File: src/design/lcd_ram.sv
// Generic single-port-write, registered-read RAM.
module lcd_ram #(
	parameter int WIDTH = 8,
	parameter int DEPTH = 16
) (
	input  logic                                   clk,
	input  logic                                   we,
	input  logic [(DEPTH > 1 ? $clog2(DEPTH) : 1)-1:0] waddr,
	input  logic [WIDTH-1:0]                       wdata,
	input  logic                                   re,
	input  logic [(DEPTH > 1 ? $clog2(DEPTH) : 1)-1:0] raddr,
	output logic [WIDTH-1:0]                       rdata
);

	logic [WIDTH-1:0] mem_q [DEPTH];

	always_ff @(posedge clk) begin
		if (we) begin
			mem_q[waddr] <= wdata;
		end
		if (re) begin
			rdata <= mem_q[raddr];
		end
	end

endmodule

File: config.mk
export PLATFORM = sky130hd
export DESIGN_NAME = lcd_ram
export DESIGN_NICKNAME = d
export VERILOG_FILES = /design/src/design/lcd_ram.sv
export SDC_FILE = /design/constraint.sdc
export NUM_CORES = 1
export LEC_CHECK = 0
export ABC_AREA = 1
export BUFFER_PORTS_ARGS = -buffer_cell sky130_fd_sc_hd__buf_2
export CAP_MARGIN = 20
export CELL_PAD_IN_SITES_DETAIL_PLACEMENT = 1
export CELL_PAD_IN_SITES_GLOBAL_PLACEMENT = 1
export CORE_ASPECT_RATIO = 0.6
export CORE_MARGIN = 4
export CORE_UTILIZATION = 40
export CTS_CLUSTER_SIZE = 40
export DETAILED_ROUTE_END_ITERATION = 8
export PLACE_DENSITY_LB_ADDON = 0.1
export SLEW_MARGIN = 10
export SYNTH_ARGS = -nofsm -noshare
export SYNTH_HDL_FRONTEND = slang
export SYNTH_SLANG_ARGS = --single-unit
File: constraint.sdc
create_clock -name clk -period 1.6 [get_ports clk]
set_clock_uncertainty 0.1 [all_clocks]
set_input_delay 0.24 -clock clk [delete_from_list [all_inputs] [get_ports clk]]
set_output_delay 0.24 -clock clk [all_outputs]
set_load 0.03 [all_outputs]
==> impl_metrics.json <==
{
  "via_per_inst": 4.873,
  "cts-htree-levels": 4,
  "crit_fanout": 1,
  "final_max_slew_viol_count": 0,
  "ys.flop_type": "edfxtp_1",
  "p_leak_nw": 2.974,
  "wl_met2_um": 7142,
  "yosys_warnings": 0,
  "clk-insertion-delay-late_ns": 0.42,
  "wl_met1_um": 8236,
  "gp_congestion": 0.8008,
  "cts_tree": "done",
  "finalCriticalPeriod_ns": 1.399,
  "rr_startpoint": "mem_q[11][5]$_DFFE_PP_",
  "crit_start": "rdata[4]$_DFFE_PP_",
  "design.die.area_um2": 16680,
  "crit_buf_inv": 1,
  "worstPathRequired_ns": 1.26,
  "antenna_cells": 0,
  "worstSetupPathType": "reg2out",
  "ys_seq_elements": 136,
  "synthTopCellsByCount": "nand2_1 (173), edfxtp_1 (136), inv_1 (100)",
  "wl_per_cell_um": 20.38,
  "drive_above_1_share_pct": 14.12,
  "grt_pass1_wl_um": 25360,
  "clock_power_share_pct": 44.5,
  "grt_max_degree": 44,
  "clk_path_buf_depth": 2,
  "maxCapViolCount": 0,
  "synth_area_leaders": "edfxtp_1 (70%), nand2_1 (11%), nand3_1 (8.3%)",
  "dr.max_layer_used": "met4",
  "yosysMostFrequentCell": "nand2_1",
  "powerDensity_nw_per_um2": 1210,
  "dp_hpwl_um": 10560,
  "portBuffers": 26,
  "worst_path_largest_cell_delay_ns": 0.44,
  "antenna_found_initial": 0,
  "drtPass1Iterations": 5,
  "syn-instance-count": 551,
  "path_cells": "buf_2",
  "hold_viol": 0,
  "finalNetCount": 623,
  "synth-seq-area-share_pct": 69.85,
  "rsz0062_at_grt": "no",
  "path_clk_slew_ns": 0.06,
  "slew_headroom_pct": 56.81,
  "post_cts_resized": 0,
  "slowest_stage": "edfxtp_1",
  "syn-mean-instance-area_um2": 10.61,
  "fin_total_pwr_mw": 8.315,
  "start_kind": "flop",
  "cts_hold_buf": 0,
  "dr_total_vias": 3937,
  "die_h_um": 101.7,
  "synth_nets": 570,
  "ios": 27,
  "worst_pin_slew_ns": 0.6469,
  "fin_hold_ws_ns": 0.1001,
  "async_reset_ff_share_pct": 0,
  "max-vdd-ir-drop_mv": 0.6567,
  "pwr-share-seq_pct": 48.6,
  "gr-total-overflow": 0,
  "min_path_type": "in2reg",
  "p_int_mw": 6.441,
  "cts_buffers": 17,
  "synth_edf_count": 136,
  "cts.sinks": 136,
  "fp-row-count": 33,
  "ant_nets": 0,
  "switchingPower_mw": 1.874,
  "grt_pass1_vias": 4149,
  "yosysTopAreaCell": "edfxtp_1",
  "finalCritPeriodShare_pct": 87.43,
  "setup_violations": 0,
  "sw_frac_of_total_pct": 22.54,
  "start_util_pct": 41.77,
  "dr_wl_met3_um": 1045,
  "syn_to_final_growth_pct": 17.57,
  "netlist.area_leader.share_pct": 69.85,
  "syn_area_um2": 5847,
  "synth.distinct_cells": 11,
  "drc": 0,
  "cts_root_buf": "clkbuf_16",
  "hp-start": "re",
  "post_cts_buffers": 0,
  "cpLargestDelayFamily": "flip-flops",
  "wl_um": 16460,
  "groute.usage.overall_pct": 21.35,
  "drtIter0Drc": 416,
  "status": "finished, final reports clean",
  "cp-end-kind": "primary output",
  "die_x_um": 164.1,
  "combPwrFrac_pct": 6.9,
  "core_area_um2": 14000,
  "fmax_ghz": 0.7149,
  "arrival_ns": 1.06
}
==> layout make-up <==
| type | instances | area, um2 |
|---|---|---|
| Fill cell | 1550 | 7123 |
| Inverter | 102 | 382.9 |
| Clock buffer | 21 | 440.4 |
| Clock inverter | 10 | 105.1 |
| Timing Repair Buffer | 58 | 407.9 |
| Tap cell | 192 | 240.2 |
| Multi-Input combinational cell | 289 | 1214 |
| Sequential cell | 136 | 4084 |
==> cell families after synthesis <==
logic type | synth area share [%]
and+or+nand+nor | 20.76
DFF | 69.85
buffers and inverters | 9.394
==> power by group through the flow <==
| stage | sequential, mW | clock [mW] | combinational [mW] |
|---|---|---|---|
| floorplan | 4.14 | 0 | 0.281 |
| global placement | 4.11 | 0 | 0.565 |
| detailed placement | 4.12 | 0 | 0.573 |
| CTS | 4.04 | 3.77 | 0.579 |
| global route | 4.05 | 3.95 | 0.634 |
| finish | 4.04 | 3.70 | 0.573 |
==> stage by stage <==
stage	cell area, um2	setup WS (ns)	instances	TNS, ns	util, %
2_1_floorplan	5847	0.3092	551	0	-
3_3_place_gp	6329	-0.07729	777	-0.3151	45.21
3_5_place_dp	6329	-0.06255	777	-0.2391	45.21
4_1_cts	6874	0.1992	808	0	49.11
5_1_grt	6874	0.1864	808	0	49.11
6_report	6874	0.2011	808	0	49.11
==> registers in the layout (all words and copies together) (netlist names) <==
register and flops:
mem_q 128, rdata 8
==> path summary, 6_finish.rpt <==
path / cells past startpoint / end / slack [ns]
worst max-delay path: 1 / rdata[4] / 0.20
worst min-delay path: 1 / rdata[1]$_DFFE_PP_ / 0.10
worst max register to register: 6 / rdata[5]$_DFFE_PP_ / 0.32
worst min register to register: 6 / rdata[2]$_DFFE_PP_ / 0.65
==> cell usage in the layout, fill, tap and decap left out, drive strengths merged <==
cell type | Yosys | final
nand2 | 173 | 173
inv | 102 | 102
nand3b | 2 | 2
clkinv | 0 | 6
edfxtp | 136 | 136
nand3 | 97 | 97
clkinvlp | 0 | 2
bufinv | 0 | 2
nor2 | 17 | 17
clkbuf | 0 | 21
buf | 24 | 58
==> routing by layer <==
layer,vias up,GRT usage (%)
met4,0,4.832
li1,1885,-
met5,-,0
met3,2,5.327
met1,1959,32.34
met2,91,31.11
No activity file was read; power rests on OpenSTA's default activity.
