===== config.mk =====
export PLATFORM = sky130hd
export DESIGN_NAME = lcd_mac
export DESIGN_NICKNAME = d
export VERILOG_FILES = /design/src/design/lcd_pkg.sv /design/src/design/lcd_mac.sv
export SDC_FILE = /design/constraint.sdc
export NUM_CORES = 2
export LEC_CHECK = 0
export BUFFER_PORTS_ARGS = -buffer_cell sky130_fd_sc_hd__buf_2
export CORE_MARGIN = 3
export CORE_UTILIZATION = 65
export DETAILED_ROUTE_END_ITERATION = 8
export GPL_TIMING_DRIVEN = 1
export PLACE_DENSITY = 0.82
export SLEW_MARGIN = 20
export SYNTH_ARGS = -nofsm -noshare
export SYNTH_HDL_FRONTEND = slang
export SYNTH_SLANG_ARGS = --single-unit

===== constraint.sdc =====
create_clock -name clk -period 11.9 [get_ports clk]
set_clock_uncertainty 0.05 [all_clocks]
set_input_delay 0.595 -clock clk [delete_from_list [all_inputs] [get_ports clk]]
set_output_delay 0.595 -clock clk [all_outputs]
set_load 0.05 [all_outputs]

===== src/design/lcd_pkg.sv =====
// Shared types and constants of the line crossing detector.
package lcd_pkg;

	localparam int FRAME_W    = 13;
	localparam int COOL_W     = 16;
	localparam int CFG_W      = 16;
	localparam int CFG_IDX_W  = 2;
	localparam int COORD_W    = 16;
	localparam int MASK_W     = 16;
	localparam int CLS_W      = 4;
	localparam int CAM_W      = 3;
	localparam int IDX_W      = 6;
	localparam int TS_W       = 48;
	localparam int SCALED_W   = 29;
	localparam int OP_A_W     = 34;
	localparam int OP_B_W     = 18;
	localparam int PROD_W     = OP_A_W + OP_B_W;
	localparam int ACC_W      = 68;
	localparam int IN_DATA_W  = 144;
	localparam int OUT_DATA_W = 16;
	localparam int LINE_ENT_W = 4 * COORD_W + MASK_W + 1;
	localparam int FIRE_ENT_W = TS_W + 1;
	localparam int OUT_MAX    = 4;
	localparam int OUT_CNT_W  = 3;
	localparam int OUT_IDX_W  = 2;
	localparam int STEP_W     = 4;

	localparam logic [CFG_IDX_W-1:0] REG_FRAME_WIDTH  = 2'd0;
	localparam logic [CFG_IDX_W-1:0] REG_FRAME_HEIGHT = 2'd1;
	localparam logic [CFG_IDX_W-1:0] REG_COOLDOWN     = 2'd2;

	localparam logic [FRAME_W-1:0] FRAME_WIDTH_RST  = 13'd1920;
	localparam logic [FRAME_W-1:0] FRAME_HEIGHT_RST = 13'd1080;
	localparam logic [COOL_W-1:0]  COOLDOWN_RST     = 16'd3000;
	localparam logic [COOL_W-1:0]  COOLDOWN_MIN     = 16'd100;
	localparam logic [COOL_W-1:0]  COOLDOWN_MAX     = 16'd60000;
	localparam logic [MASK_W-1:0]  MASK_ALL         = 16'hFFFF;

	localparam logic FUNC_LOAD  = 1'b0;
	localparam logic FUNC_CHECK = 1'b1;

	typedef struct packed {
		logic mul_en;
		logic acc_en;
		logic clr;
		logic hi;
		logic sub;
	} mac_ctl_t;

endpackage


===== src/design/lcd_mac.sv =====
// Shared multiply-accumulate unit with a registered product stage.
module lcd_mac (
	input  logic                                 clk,
	input  logic                                 arst_n,
	input  lcd_pkg::mac_ctl_t                    ctl,
	input  logic signed [lcd_pkg::OP_A_W-1:0]    a,
	input  logic signed [lcd_pkg::OP_B_W-1:0]    b,
	output logic signed [lcd_pkg::ACC_W-1:0]     acc_nxt
);
	import lcd_pkg::*;

	logic signed [PROD_W-1:0] prod_s1;
	logic                     clr_s1;
	logic                     hi_s1;
	logic                     sub_s1;
	logic signed [ACC_W-1:0]  acc_q;
	logic signed [ACC_W-1:0]  base;
	logic signed [ACC_W-1:0]  term;

	always_ff @(posedge clk) begin
		if (ctl.mul_en) begin
			prod_s1 <= a * b;
		end
	end

	always_ff @(posedge clk or negedge arst_n) begin
		if (!arst_n) begin
			clr_s1 <= 1'b0;
			hi_s1  <= 1'b0;
			sub_s1 <= 1'b0;
			acc_q  <= '0;
		end else begin
			if (ctl.mul_en) begin
				clr_s1 <= ctl.clr;
				hi_s1  <= ctl.hi;
				sub_s1 <= ctl.sub;
			end
			if (ctl.acc_en) begin
				acc_q <= acc_nxt;
			end
		end
	end

	always_comb begin
		base = clr_s1 ? '0 : acc_q;
		term = {{(ACC_W - PROD_W){prod_s1[PROD_W-1]}}, prod_s1};
		if (hi_s1) begin
			term = term <<< 16;
		end
		acc_nxt = sub_s1 ? base - term : base + term;
	end

endmodule


==> metrics <==
Max Clk Rate 0.125 GHz; final cycle utilization of the critical path 67.0%; GR Layer Usage met3 5.61%; Total GRT Usage 31.9%; final setup violation count 0; Setup Buffers After CTS 0; Top FF cell, synth dfrtp_1; top cell type by total area after synthesis fa_1; HPWL Detailed 62.4 mm; number of synthesized flops with an enable pin 52; layout cells sized above 1 7.21%; Clock transition at path regs 0.06 ns; total congestion overflow 0; critical-path maximum fanout 63; Starting Density 66.4%; worst path arrival time 7.32 ns; number of detailed-route iterations in the first pass 5; Max clock buf depth 2; Area after DPL 0.0328 mm^2; post-synthesis net count 4,502; crit end category output port; CTS root buf clkbuf_16; io pins 127; syn_area_per_cell 8.75 um^2; number of remaining DRC errors 0; worst skew pair latency 0.44 ns; cts hold-fix bufs 0; ANT nets after route 0; antenna violations before repair 0; worst flop-to-flop path startpoint hi_s1; top-count cell post-synth inv_1; Final Hold Viols 0; Std-Cell Rows 80; Critical Path Sink acc_nxt[63]; # resized after CTS 0; reg2reg end acc_q[65]; post-synth top area share 36.6%; first-pass GRT wire length 134 mm; max_slew headroom 36.5%; R2R Setup Slk 5.03 ns; CTS Sinks 123; Design Area, Final 0.0334 mm^2; Diodes inserted 0; CP required 11.26 ns; synthesized netlist cell count 3,664; Hold Path Class input pin to async pin; CP Class flop to output port; Die W 228 um; Num CTS Buffers 17; Die Ht 228 um; CTS tree done; worst reg2reg path depth 21; Critical Path Start Type flop; H-tree depth 4; Port Buffer Count 126; Final Wtd Congestion 0.943; number of DRC markers in iteration 0 2,012; DIE AREA 0.0520 mm^2; number of global-route vias before repair 26,105; YS warnings 0; most common library cells after synthesis inv_1 (659), fa_1 (586), nand2_1 (443); Max Transition Viols Final 0; Routed wire per std cell 19.0 um; Core ar. 0.0482 mm^2; sequential element share of the synthesized area 10.4%; max_cap viols 0; routed wire length 81.6 mm; status finished clean; global routing usage on met2 51.6%; vias 25,203; top post-synthesis cells by area fa_1 (37%), inv_1 (7.7%), ha_1 (7.5%); Crit. Startpoint hi_s1; RSZ-0062 raised after global routing false; largest net degree at the start of global routing 74; layout overhead on the synthesized area 4.28%; min Tclk post-route 7.97 ns; Cell Area, Synth 0.0320 mm^2; Yosys reg bits 123; fraction of registers with async set/reset 57.7%; Final #Nets 4,459; Least-Margin Pin Slew 0.952 ns; GR Util met1 44.4%; Via-to-Cell Ratio 5.87; Cell variety after synth 77; GRT Max-Usage Layer met2; post-route setup TNS 0 ns
## layer usage
metal,vias up,share of wire (%)
li1,11352,-
met1,12404,41
met2,1276,46
met3,171,9.6
met4,0,2.9
met5,-,0
## cells in the final DEF, fill, tap and decap left out, types with 13 or more instances in the layout
cell type	synthesis	routed
nand3_1	28	28
mux2i_1	17	17
ha_1	193	193
a31oi_1	21	21
o211ai_1	13	13
clkbuf_16	0	17
nor2b_1	89	89
nor3_1	50	50
xor2_1	86	86
o21ai_0	94	94
xnor2_1	95	95
edfxtp_1	52	52
buf_2	14	126
a21o_1	84	84
nand4_1	28	28
fa_1	586	586
dfrtp_1	71	68
a21oi_1	179	179
nor2_1	157	157
inv_1	659	659
mux2_2	68	68
and2_1	241	241
nand2b_1	40	40
nand2_1	443	443
and3_1	17	17
o21bai_1	18	18
## stage by stage
stage	instances	hold WS (ns)	util, %	setup WS (ns)
floorplan	3664	0.249	-	5.01
global placement	4258	0.431	68.0	4.50
detailed placement	4258	0.437	68.0	4.26
CTS	4290	0.0319	69.3	4.00
global route	4290	0.0576	69.3	3.39
finish	4290	0.0341	69.3	3.93
## registers in the layout, indices dropped and copies added, names as in the netlist
register and count:
acc_q 68, prod_s1 52, clr_s1 1, hi_s1 1, sub_s1 1
## cell type report
| type | instances | area, um^2 |
|---|---|---|
| Clock inverter | 15 | 198 |
| Tap cell | 656 | 821 |
| Timing Repair Buffer | 134 | 691 |
| Fill cell | 3845 | 14800 |
| Inverter | 659 | 2470 |
| Clock buffer | 17 | 425 |
| Multi-Input combinational cell | 2686 | 25500 |
| Sequential cell | 123 | 3340 |
## critical path: stages, from the launching register on
cell,delay [ns]
dfrtp_4,0.83
inv_1,0.09
buf_4,0.28
nand2_1,0.13
ha_1,0.23
o21ai_0,0.24
nor4_2,0.66
nand4_1,0.35
or2_2,0.40
nand3b_1,0.23
a211oi_2,0.37
nor2_1,0.09
xor2_1,0.19
ha_1,0.42
nand2_1,0.11
or4b_2,0.68
o211a_1,0.17
o31ai_2,0.35
a21oi_1,0.25
nand2_1,0.20
a31oi_1,0.12
xnor2_1,0.19
buf_2,0.29
## worst min path at each step
stage                          from         to  slack, ns
after CTS                    arst_n  acc_q[18]       0.03
after global routing         arst_n   acc_q[6]       0.06
after global placement    acc_q[62]  acc_q[62]       0.43
final                        arst_n   acc_q[1]       0.03
after detailed placement  acc_q[29]  acc_q[29]       0.44
after floorplan              arst_n   acc_q[0]       0.25
## cells by family (layout without fill, tap and decap cells)
logic type | Yosys count | in the layout | synth area share (%)
simple gates | 1138 | 1138 | 17.5
buf+inv | 855 | 825 | 10.1
fa+ha+maj | 779 | 779 | 44.1
compound gates | 502 | 502 | 9.94
xor+xnor | 182 | 182 | 5.00
flops | 123 | 123 | 10.4
mux | 85 | 85 | 2.92
Power is left out: the tool's default activity adds up to more than one toggle a clock period on the data nets, which glitch-free logic cannot reach.
